===== config.mk =====
export PLATFORM = sky130hd
export DESIGN_NAME = lsb_stego_extractor_core
export DESIGN_NICKNAME = d
export VERILOG_FILES = /design/src/design/lsx_pkg.sv /design/src/design/lsx_parser.sv /design/src/design/lsx_out_stage.sv /design/src/design/lsb_stego_extractor_core.sv
export SDC_FILE = /design/constraint.sdc
export NUM_CORES = 1
export LEC_CHECK = 0
export ABC_AREA = 1
export BUFFER_PORTS_ARGS = -buffer_cell sky130_fd_sc_hd__clkbuf_2
export CAP_MARGIN = 10
export CORE_MARGIN = 4
export CORE_UTILIZATION = 53
export CTS_BUF_LIST = sky130_fd_sc_hd__clkbuf_16
export DETAILED_ROUTE_END_ITERATION = 6
export PLACE_DENSITY = 0.71
export SLEW_MARGIN = 40
export SYNTH_ARGS = -nofsm -noshare
export SYNTH_HDL_FRONTEND = slang
export SYNTH_SLANG_ARGS = --single-unit
export TNS_END_PERCENT = 5

===== constraint.sdc =====
create_clock -name clk -period 12 [get_ports clk]
set_input_delay 2.4 -clock clk [delete_from_list [all_inputs] [get_ports clk]]
set_output_delay 2.4 -clock clk [all_outputs]
set_load 0.01 [all_outputs]

===== src/design/lsx_pkg.sv =====
`default_nettype none
package lsx_pkg;

	localparam int unsigned BYTE_W = 8;
	localparam int unsigned LEN_W  = 32;
	localparam int unsigned CNT_W  = 6;

	// Header layout: the pixel-data offset sits in bytes 10 to 13.
	localparam logic [LEN_W-1:0] HDR_END   = 32'd14;
	localparam logic [LEN_W-1:0] HDR_LAST  = 32'd13;
	localparam logic [LEN_W-1:0] OFFSET_LO = 32'd10;
	localparam logic [BYTE_W-1:0] EXT_LIMIT = 8'd16;

	localparam logic [CNT_W-1:0] BITS_BYTE = 6'd8;
	localparam logic [CNT_W-1:0] BITS_LEN  = 6'd32;

	localparam logic [LEN_W-1:0]  MAX_PAYLOAD_RST = 32'd65536;
	localparam logic [BYTE_W-1:0] KEY_MAX_RST     = 8'd32;

	localparam int unsigned CFG_IDX_W = 8;
	localparam logic [CFG_IDX_W-1:0] CFG_MAX_PAYLOAD = 8'd0;
	localparam logic [CFG_IDX_W-1:0] CFG_KEY_MAX     = 8'd1;

	typedef enum logic [2:0] {
		PH_HDR  = 3'd0,
		PH_KLEN = 3'd1,
		PH_KEY  = 3'd2,
		PH_ELEN = 3'd3,
		PH_EXT  = 3'd4,
		PH_PLEN = 3'd5,
		PH_PAY  = 3'd6,
		PH_IDLE = 3'd7
	} phase_t;

	localparam logic [2:0] SEC_KEY  = 3'd0;
	localparam logic [2:0] SEC_EXT  = 3'd1;
	localparam logic [2:0] SEC_PAY  = 3'd2;
	localparam logic [2:0] SEC_DONE = 3'd3;
	localparam logic [2:0] SEC_ERR  = 3'd4;

	localparam logic [1:0] ERR_NONE    = 2'd0;
	localparam logic [1:0] ERR_KEY_LEN = 2'd1;
	localparam logic [1:0] ERR_EXT_LEN = 2'd2;
	localparam logic [1:0] ERR_PAY_LEN = 2'd3;

	typedef struct packed {
		logic [2:0]        section;
		logic [BYTE_W-1:0] data_byte;
		logic [LEN_W-1:0]  item_index;
		logic              last;
		logic [1:0]        error_code;
	} result_t;

endpackage
`default_nettype wire


===== src/design/lsx_parser.sv =====
`default_nettype none
module lsx_parser
	import lsx_pkg::*;
(
	input  wire                    clk,
	input  wire                    arst_n,
	input  wire                    accept,
	input  wire [BYTE_W-1:0]       file_byte,
	input  wire                    start_req,
	input  wire [LEN_W-1:0]        max_payload_len,
	input  wire [BYTE_W-1:0]       key_max_len,
	output logic                   res_valid,
	output result_t                res
);

	phase_t            phase_q, phase_n;
	logic [LEN_W-1:0]  file_position_q, file_position_n;
	logic [LEN_W-1:0]  data_start_q, data_start_n;
	logic [CNT_W-1:0]  bit_count_q, bit_count_n;
	logic [LEN_W-1:0]  shift_accum_q, shift_accum_n;
	logic [LEN_W-1:0]  remaining_q, remaining_n;
	logic [LEN_W-1:0]  section_index_q, section_index_n;

	always_comb begin
		logic [LEN_W-1:0] pos;
		logic [LEN_W-1:0] val;
		logic [CNT_W-1:0] need;
		logic [1:0]       lane;
		logic             proceed;
		logic             data_word;
		logic [2:0]       data_sec;
		phase_t           data_next;

		phase_n         = phase_q;
		file_position_n = file_position_q;
		data_start_n    = data_start_q;
		bit_count_n     = bit_count_q;
		shift_accum_n   = shift_accum_q;
		remaining_n     = remaining_q;
		section_index_n = section_index_q;
		res_valid       = 1'b0;
		res             = '0;
		proceed         = 1'b0;
		data_word       = 1'b0;
		data_sec        = SEC_KEY;
		data_next       = PH_IDLE;
		val             = '0;
		need            = BITS_BYTE;

		if (start_req) begin
			phase_n         = PH_HDR;
			file_position_n = '0;
			data_start_n    = '0;
			bit_count_n     = '0;
			shift_accum_n   = '0;
			remaining_n     = '0;
			section_index_n = '0;
		end

		pos = file_position_n;
		if (file_position_n != {LEN_W{1'b1}}) begin
			file_position_n = file_position_n + 1'b1;
		end

		// Offset bytes 10..13 map to byte lanes 0..3 of the offset word.
		lane = pos[1:0] ^ 2'b10;

		if (phase_n == PH_HDR) begin
			if (pos < HDR_END) begin
				if (pos >= OFFSET_LO) begin
					data_start_n = data_start_n
						| ({{(LEN_W-BYTE_W){1'b0}}, file_byte} << {lane, 3'b000});
				end
				if (pos == HDR_LAST && data_start_n < HDR_END) begin
					data_start_n = HDR_END;
				end
			end else if (pos >= data_start_n) begin
				phase_n       = PH_KLEN;
				bit_count_n   = '0;
				shift_accum_n = '0;
				proceed       = 1'b1;
			end
		end else if (phase_n != PH_IDLE) begin
			proceed = 1'b1;
		end

		if (proceed) begin
			shift_accum_n = {shift_accum_n[LEN_W-2:0], file_byte[0]};
			bit_count_n   = bit_count_n + 1'b1;
			need          = (phase_n == PH_PLEN) ? BITS_LEN : BITS_BYTE;
			if (bit_count_n >= need) begin
				val           = shift_accum_n;
				bit_count_n   = '0;
				shift_accum_n = '0;
				unique case (phase_n)
					PH_KLEN: begin
						if (val[BYTE_W-1:0] == '0 || val[BYTE_W-1:0] > key_max_len) begin
							phase_n        = PH_IDLE;
							res_valid      = 1'b1;
							res.section    = SEC_ERR;
							res.last       = 1'b1;
							res.error_code = ERR_KEY_LEN;
						end else begin
							remaining_n     = {{(LEN_W-BYTE_W){1'b0}}, val[BYTE_W-1:0]};
							section_index_n = '0;
							phase_n         = PH_KEY;
						end
					end
					PH_KEY: begin
						data_word = 1'b1;
						data_sec  = SEC_KEY;
						data_next = PH_ELEN;
					end
					PH_ELEN: begin
						if (val[BYTE_W-1:0] >= EXT_LIMIT) begin
							phase_n        = PH_IDLE;
							res_valid      = 1'b1;
							res.section    = SEC_ERR;
							res.last       = 1'b1;
							res.error_code = ERR_EXT_LEN;
						end else begin
							remaining_n     = {{(LEN_W-BYTE_W){1'b0}}, val[BYTE_W-1:0]};
							section_index_n = '0;
							phase_n = (val[BYTE_W-1:0] == '0) ? PH_PLEN : PH_EXT;
						end
					end
					PH_EXT: begin
						data_word = 1'b1;
						data_sec  = SEC_EXT;
						data_next = PH_PLEN;
					end
					PH_PLEN: begin
						if (val > max_payload_len) begin
							phase_n        = PH_IDLE;
							res_valid      = 1'b1;
							res.section    = SEC_ERR;
							res.last       = 1'b1;
							res.error_code = ERR_PAY_LEN;
						end else if (val == '0) begin
							phase_n     = PH_IDLE;
							res_valid   = 1'b1;
							res.section = SEC_DONE;
							res.last    = 1'b1;
						end else begin
							remaining_n     = val;
							section_index_n = '0;
							phase_n         = PH_PAY;
						end
					end
					PH_PAY: begin
						data_word = 1'b1;
						data_sec  = SEC_PAY;
						data_next = PH_IDLE;
					end
					default: begin
						phase_n = PH_IDLE;
					end
				endcase

				if (data_word) begin
					res_valid       = 1'b1;
					res.section     = data_sec;
					res.data_byte   = val[BYTE_W-1:0];
					res.item_index  = section_index_n;
					res.last        = (remaining_n == {{(LEN_W-1){1'b0}}, 1'b1});
					res.error_code  = ERR_NONE;
					remaining_n     = remaining_n - 1'b1;
					section_index_n = section_index_n + 1'b1;
					if (res.last) begin
						phase_n         = data_next;
						section_index_n = '0;
					end
				end
			end
		end
	end

	always_ff @(posedge clk or negedge arst_n) begin
		if (!arst_n) begin
			phase_q         <= PH_HDR;
			file_position_q <= '0;
			data_start_q    <= '0;
			bit_count_q     <= '0;
			shift_accum_q   <= '0;
			remaining_q     <= '0;
			section_index_q <= '0;
		end else if (accept) begin
			phase_q         <= phase_n;
			file_position_q <= file_position_n;
			data_start_q    <= data_start_n;
			bit_count_q     <= bit_count_n;
			shift_accum_q   <= shift_accum_n;
			remaining_q     <= remaining_n;
			section_index_q <= section_index_n;
		end
	end

	// Any error or done result leaves the parser idle until the next start.
	a_err_goes_idle: assert property (@(posedge clk) disable iff (!arst_n)
		accept && res_valid && (res.section == SEC_ERR || res.section == SEC_DONE)
		|=> phase_q == PH_IDLE)
		else $error("parser not idle after error or done word");

	// The final payload word closes the frame.
	a_pay_last_idle: assert property (@(posedge clk) disable iff (!arst_n)
		accept && res_valid && res.section == SEC_PAY && res.last
		|=> phase_q == PH_IDLE && section_index_q == '0)
		else $error("parser not idle after last payload word");

	// An idle parser stays silent unless a new file starts.
	a_idle_silent: assert property (@(posedge clk) disable iff (!arst_n)
		phase_q == PH_IDLE && !start_req |-> !res_valid)
		else $error("idle parser produced a word");

endmodule
`default_nettype wire


===== src/design/lsx_out_stage.sv =====
`default_nettype none
module lsx_out_stage
	import lsx_pkg::*;
(
	input  wire           clk,
	input  wire           arst_n,
	input  wire           load,
	input  wire result_t  res,
	output logic          room,
	output logic          out_valid,
	input  wire           out_ready,
	output result_t       out_res
);

	logic    valid_q;
	result_t res_q;

	// A held word that is taken this cycle frees the register for a new one.
	assign room      = !valid_q || out_ready;
	assign out_valid = valid_q;
	assign out_res   = res_q;

	always_ff @(posedge clk or negedge arst_n) begin
		if (!arst_n) begin
			valid_q <= 1'b0;
		end else if (load) begin
			valid_q <= 1'b1;
		end else if (out_ready) begin
			valid_q <= 1'b0;
		end
	end

	always_ff @(posedge clk) begin
		if (load) begin
			res_q <= res;
		end
	end

	a_no_overwrite: assert property (@(posedge clk) disable iff (!arst_n)
		load |-> room)
		else $error("result register overwritten while stalled");

	a_load_shows: assert property (@(posedge clk) disable iff (!arst_n)
		load |=> valid_q)
		else $error("loaded word not presented");

	a_drain_clears: assert property (@(posedge clk) disable iff (!arst_n)
		valid_q && out_ready && !load |=> !valid_q)
		else $error("taken word presented twice");

endmodule
`default_nettype wire


===== src/design/lsb_stego_extractor_core.sv =====
// LSB steganography extractor for BMP files.
// The slave stream takes one file byte per word: s_tdata[7:0] is the byte and
// s_tuser marks the first byte of a new file, which clears all parse state.
// The pixel-data offset is read from header bytes 10 to 13; from the offset on,
// the LSB of each byte is shifted in MSB first to rebuild the hidden frame.
// Every rebuilt key, extension or payload byte leaves on the master stream with
// its section in m_tuser and m_tlast on the final byte of its section. An empty
// payload gives one done word, a bad length gives one error word, and after
// either the block ignores bytes until the next start.
// The result of an accepted byte is registered before it is shown. One byte is
// accepted every cycle; a single result register sits between the parser and
// the master side, so s_tready drops only while that register holds a word
// that the receiver is not taking.
// After reset the limits are 65536 payload bytes and 32 key bytes, and the
// parser is set as for a fresh start. The configuration channel is always
// ready; index 0 writes the payload limit, index 1 the key limit, and other
// indexes are ignored. Write it only while no file is in flight.
`default_nettype none
module lsb_stego_extractor_core
	import lsx_pkg::*;
(
	input  wire                  clk,
	input  wire                  arst_n,
	input  wire                  s_tvalid,
	output logic                 s_tready,
	input  wire  [7:0]           s_tdata,   // file_byte
	input  wire                  s_tuser,   // start_req
	output logic                 m_tvalid,
	input  wire                  m_tready,
	output logic [47:0]          m_tdata,   // data_byte, item_index, error_code, zero fill
	output logic [2:0]           m_tuser,   // section
	output logic                 m_tlast,   // last
	input  wire                  cfg_valid,
	output logic                 cfg_ready,
	input  wire  [CFG_IDX_W-1:0] cfg_index,
	input  wire  [31:0]          cfg_data
);

	logic [LEN_W-1:0]  max_payload_len_q;
	logic [BYTE_W-1:0] key_max_len_q;
	logic              accept;
	logic              room;
	logic              res_valid;
	result_t           res;
	result_t           out_res;

	assign cfg_ready = 1'b1;

	always_ff @(posedge clk or negedge arst_n) begin
		if (!arst_n) begin
			max_payload_len_q <= MAX_PAYLOAD_RST;
			key_max_len_q     <= KEY_MAX_RST;
		end else if (cfg_valid) begin
			unique case (cfg_index)
				CFG_MAX_PAYLOAD: max_payload_len_q <= cfg_data;
				CFG_KEY_MAX:     key_max_len_q     <= cfg_data[BYTE_W-1:0];
				default: ;
			endcase
		end
	end

	assign s_tready = room;
	assign accept   = s_tvalid && room;

	lsx_parser u_parser (
		.clk             (clk),
		.arst_n          (arst_n),
		.accept          (accept),
		.file_byte       (s_tdata),
		.start_req       (s_tuser),
		.max_payload_len (max_payload_len_q),
		.key_max_len     (key_max_len_q),
		.res_valid       (res_valid),
		.res             (res)
	);

	lsx_out_stage u_out (
		.clk       (clk),
		.arst_n    (arst_n),
		.load      (accept && res_valid),
		.res       (res),
		.room      (room),
		.out_valid (m_tvalid),
		.out_ready (m_tready),
		.out_res   (out_res)
	);

	assign m_tdata = {6'b000000, out_res.error_code, out_res.item_index, out_res.data_byte};
	assign m_tuser = out_res.section;
	assign m_tlast = out_res.last;

endmodule
`default_nettype wire

# Yosys cells after proc, flatten, opt, wreduce, memory -nomap -nowiden
# Index checks and enable logic that the tools add are counted.
[totals]
reg_bits = 256
inputBits = 54
output_inout_bits = 55
word_cells = 148
[op_classes]
n_addsub = 4
order_cmp = 8
n_eq_ne = 11
shift = 1
n_mux = 88
bitwise_logic = 4
n_reduce_logical = 17
[op_table]
columns = ["operator", "count"]
rows = [
  ["$mux 32", 36],
  ["$pmux 32 s3", 2],
  ["$add 32x1->32 const B", 2],
  ["$lt 32x4->1 const B", 2],
  ["$mux 3", 16],
  ["$mux 46", 1],
  ["$mux 6", 7],
  ["$eq 32x1->1 const B", 1],
  ["$eq 32x4->1 const B", 1],
  ["$ge 32x32->1", 1],
  ["$ge 32x4->1 const B", 1],
  ["$gt 32x32->1", 1],
  ["$logic_not 32->1", 1],
  ["$ne 32x32->1 const B", 1],
  ["$or 32x32->32", 1],
  ["$shl 8x5->32", 1],
  ["$sub 32x1->32 const B", 1],
  ["$mux 1", 18],
  ["$pmux 3 s3", 2],
  ["$logic_not 8->1", 2],
  ["$pmux 3 s4", 1],
  ["$eq 3x3->1 const B", 3],
  ["$eq 8x1->1 const B", 1],
  ["$ge 8x5->1 const B", 1],
  ["other kinds (19)", 29],
]

# Longest topological paths before layout
[logic_depth]
depth_word = 16
mapped_depth = 58
mapped_depth_nobuf = 48

# Modules after synthesis
# A second synthesis with hierarchy kept.
[hier_totals]
cells_unflattened = 2638
hier_area_um2 = 18247.5
[by_module_without_submodules]
columns = ["mod", "n_inst", "cells_per_inst", "area_each_um2"]
rows = [
  ["lsx_parser", 1, 2384, 15119.5],
  ["lsb_stego_extractor_core", 1, 203, 1701.6],
  ["lsx_out_stage", 1, 51, 1426.4],
]

# Worst setup path after synthesis
# No wires, ideal clock.
[synth_timing]
path_kind = "input to register"
startpoint = "in s_tuser"
endpoint = "reg u_out.res_q (netlist bit u_out.out_res[0]) (enable)"
setup_ns = 0.450
t_arrival_ns = 8.825
slack_ns = 2.726
path_stages = 32
path_cell_list = "inv_2 -> buf_6 -> clkbuf_1 -> buf_1 -> clkbuf_1 -> buf_1 -> nand2_1 -> ha_1 -> a21oi_1 -> o21ai_0 -> nor2_1 -> nand2_1 -> nand2_1 -> nand2_1 -> nand3_2 -> buf_6 -> buf_4 -> buf_2 -> buf_2 -> nand2_1 -> nor3_1 -> nand2_1 -> nor2_1 -> xnor2_1 -> inv_1 -> ha_1 -> nand2_1 -> nand2_1 -> inv_2 -> nor2_4 -> o31ai_1 -> nor2_1"
[synth_via]
elab_chain_cells = 14
word_cells_on_any_way = 50
[synth_lines]
columns = ["item", "line_no", "rtl"]
rows = [
  ["from (decl)", "lsb_stego_extractor_core.sv:27", "input wire s_tuser,"],
  ["branches (longest 12 deep; another with $ge 32x32->1)", "n/a", ""],
  ["$mux 1 *", "lsx_parser.sv:87", "if (proceed) begin"],
  ["$logic_and 1x1->1 *", "lsb_stego_extractor_core.sv:80", ".load (accept && res_valid),"],
  ["named net u_out.load", "lsx_out_stage.sv:7", "input wire load,"],
  ["to (signal assigned)", "lsx_out_stage.sv:35", "res_q <= res;"],
  ["to (decl)", "lsx_out_stage.sv:16", "result_t res_q;"],
]
# Mark *: on every way through the listed nets, which the timed path passes. The select of a mux whose other input is x is not followed.
# A chain may end at the register's enable or synchronous reset.

# Worst setup path in the final report
[layout_timing]
startpoint = "in s_tuser"
endpoint = "reg u_parser.remaining_q[18]"
[layout_via]
elab_chain_cells = 15
word_cells_on_any_way = 53
[layout_lines]
columns = ["item", "line_no", "rtl"]
rows = [
  ["branches (longest 14 deep; another with $ge 32x32->1)", "n/a", ""],
  ["$mux 32 *", "lsx_parser.sv:87", ""],
  ["to (signal assigned)", "lsx_parser.sv:193", "remaining_q <= remaining_n;"],
  ["to (decl)", "lsx_parser.sv:21", "logic [LEN_W-1:0] remaining_q, remaining_n;"],
]
# Mark *: on every way between the ends. The select of a mux whose other input is x is not followed.

==> summary.txt <==
Worst setup path
  • Worst Setup SP: s_tuser
  • Critical path capture point type: flop
  • Critical path fanouts, max: 27
  • Worst R2R Setup Slack: between 4000 and 5000 ps
  • Setup crit start kind: input pin
  • Required @ worst endpoint: ~13,000 ps
  • R2R depth: 43
  • Critical R2R Capture: u_parser.remaining_q[18]
  • Worst r2r src: u_parser.file_position_q[1]
  • Critical path class: input pin to flop
  • Slowest-stage cell, CP: nand3_2
  • Critical path arrival: 10,250 ps
  • Top cell by count, worst path: nand2_1
  • Largest stage delay, worst path: about 530 ps
  • Critical path's top delay family: simple AND/OR/NAND/NOR gates
  • Buf/Inv on CP: 9

GRT
  • Initial antenna violation count: 0
  • First-pass GRT wire length: between 80 and 90 mm
  • Global Route Usage Sum: between 20% and 30%
  • Gr ovfl total: 0
  • Pin count of the biggest net entering global routing: 99
  • Vias in the first global route: around 16,000

Clock tree
  • Reg clk slew, reported paths: around 60 ps
  • Clock root buffer: clkbuf_16
  • Hold-fix buffers at CTS: 0
  • CTS buffer count: 29
  • Clock Path Buffers: 3
  • Post-CTS setup buffer count: 0
  • H-tree levels: 1
  • TritonCTS clock tree: built
  • # clock sinks: between 200 and 300
  • Resized Gates After CTS: 0
  • Clock Latency Late Sink: roughly 560 ps

Timing
  • RSZ-0062 raised after global routing: no
  • Slew Limit Headroom: 48.18%
  • Min Clock Period, post-route: about 9800 ps
  • Worst-margin pin slew: roughly 780 ps
  • Final Hold Fails: 0
  • Period utilization: between 80 and 90%
  • Fmax: around 100 MHz
  • Final max-slew violation count: 0
  • Final setup vio count: 0
  • Setup tns final: 0 ps
  • Worst-case clock skew: 12.76 ps

Placement
  • # port buffers: 101
  • Dpl hpwl: ~37 mm
  • Dpl cells: slightly below 3,000
  • GP Congestion: approximately 1

Finish
  • Multi-input logic area: 9260 um2
  • Diode count: 0
  • Most frequent cells in the layout: 506 x nand2_1, 356 x inv_1, 327 x nor2_1
  • Cell Count, Final, Fillers Out: around 3,000
  • Most common cell after layout, fill and taps aside: nand2_1
  • # fillers: approximately 3,100
  • Layout cells sized above 1: between 10% and 20%
  • Final net count: ~2,600
  • Area Growth Syn to Fin: 9.568%
  • Storage element area: between 6000 and 7000 um2

Pwr
  • P per Cell Area: between 150 and 200 nW/um2
  • Static Leak: a little over 0.009 uW
  • Max VDD drop: ~0.13 mV

Detailed routing
  • Met1 WL: between 20 and 25 mm
  • Vias post-DR: ~17,000
  • Routed len/inst: between 15 and 20 um
  • WL met2: between 20 and 25 mm
  • Drt pass-1 iters: 6
  • Top sig layer: met4
  • DRC viols: 0
  • DR iter-0 viols: roughly 1,700
  • Detail Route Antenna Nets: 0
  • Via-to-Cell Ratio: ~5.7
  • Routed length on met3: roughly 4.0 mm
  • Routed WL: 50.64 mm

Yosys
  • Dominant cells by area after synthesis: dfrtp_1 29%, nand2_1 11%, edfxtp_1 7.7%
  • Yosys cell types: 66
  • Post-synthesis register bit count: approximately 260
  • Yosys warns: 0
  • EDFF count, synth: 46
  • Async set-reset flop share out of synthesis: roughly 80%
  • Syn avg cell area: 7.248 um2
  • Most used DFF post-synth: dfrtp_1
  • Post-Syn Area: approximately 18,000 um2
  • Area leader, netlist: dfrtp_1
  • Syn Inst Count: ~2,500
  • Yosys top cell area share: roughly 29%
  • Sequential fraction of the synthesis area: between 30% and 40%

Worst hold path
  • Hold crit path type: flop to flop
  • Hold-critical path endpoint: u_parser.remaining_q[21]
  • HP Start: u_parser.remaining_q[21]
  • Worst hold stages: 2

Floorplanning
  • Initial Util: between 50% and 60%
  • Boundary Pins: around 110
  • Die Y: 191.5 um
  • DIE WIDTH: between 150 and 200 um
  • Die area: ~37,000 um2
  • # rows: 66
  • Core region area: 32,870 um2

Run
  • Max Cap Violations: 0

Outcome
  • Status: complete, no violations
## state kept, by name, summed over array words and instances, names as in the netlist, 6 cells and up
name / count
u_parser.data_start_q: 32
u_parser.remaining_q: 32
max_payload_len_q: 32
u_parser.shift_accum_q: 31
key_max_len_q: 8
u_parser.section_index_q: 32
u_out.out_res: 46
u_parser.bit_count_q: 6
u_parser.file_position_q: 32
## worst max-delay path by stage
stage / to / slack (ps) / cells past startpoint
2_1_floorplan: u_out.out_res[0] / 2730 / 32
3_3_place_gp: u_parser.remaining_q[20] / 2010 / 39
3_5_place_dp: u_parser.remaining_q[20] / 1880 / 43
4_1_cts: u_parser.remaining_q[20] / 2450 / 43
5_1_grt: u_parser.remaining_q[20] / 1650 / 40
6_report: u_parser.remaining_q[18] / 2250 / 41
## metrics by stage
stage               hold slack, ps  total power, uW  worst slack, ps  utilization (%)  area, um2
floorplan                    449.2             1975             2726                -      17860
global placement             462.1             2290             2006            56.46      18560
detailed placement           467.0             2310             1884            56.51      18570
CTS                          483.5             3201             2447            59.40      19520
global route                 500.8             3418             1649            59.46      19540
finish                       483.9             3203             2247            59.46      19540
## Yosys cell counts, drive strengths merged (3+ instances only)
cell type / number
a21oi: 116
a221oi: 3
a22oi: 35
a31oi: 12
buf: 49
clkbuf: 67
clkinv: 3
dfrtp: 207
edfxtp: 46
ha: 81
inv: 376
mux2: 24
nand2: 518
nand3: 167
nand3b: 5
nand4: 67
nor2: 367
nor3: 37
nor4: 14
o211ai: 22
o21a: 3
o21ai: 113
o21bai: 12
o221ai: 4
o22ai: 27
o311ai: 7
o31ai: 3
o41ai: 9
xnor2: 23
xor2: 24
## per-layer routing
layer / GRT usage (%) / vias to the layer above
li1: - / 8147
met1: 39.91 / 7817
met2: 43.67 / 760
met3: 4.218 / 89
met4: 7.624 / 0
met5: 0 / -
## tightest hold or removal path, cell delays in order, from the launching register on
cell	delay (ps)
dfrtp_1	340
nand2_1	60
nand2_1	60
## where the power goes
part	total, uW	switching (uW)	internal [uW]
logic	1240	882	358
registers	1080	65.3	1020
clock network	882	375	507
total	3200	1320	1880
## layout make-up
class	instances	area share [%]
Clock inverter	24	1.146
Clock buffer	29	3.713
Multi-Input combinational cell	1716	47.38
Timing Repair Buffer	128	3.803
Inverter	379	7.286
Tap cell	442	2.830
Sequential cell	255	33.84
## cells by family after synthesis
| logic type | after synthesis | share of synthesized area, % |
|---|---|---|
| AND/OR/NAND/NOR | 1183 | 29.55 |
| buffers and inverters | 495 | 11.22 |
| AO/OA/AOI/OAI | 374 | 12.61 |
| flip-flops | 255 | 37.08 |
| adder cells (fa/ha/maj) | 81 | 5.682 |
| XOR/XNOR | 47 | 2.308 |
| multiplexers | 24 | 1.515 |
| other | 2 | 0.04210 |
No activity file was read; power rests on OpenSTA's default activity.
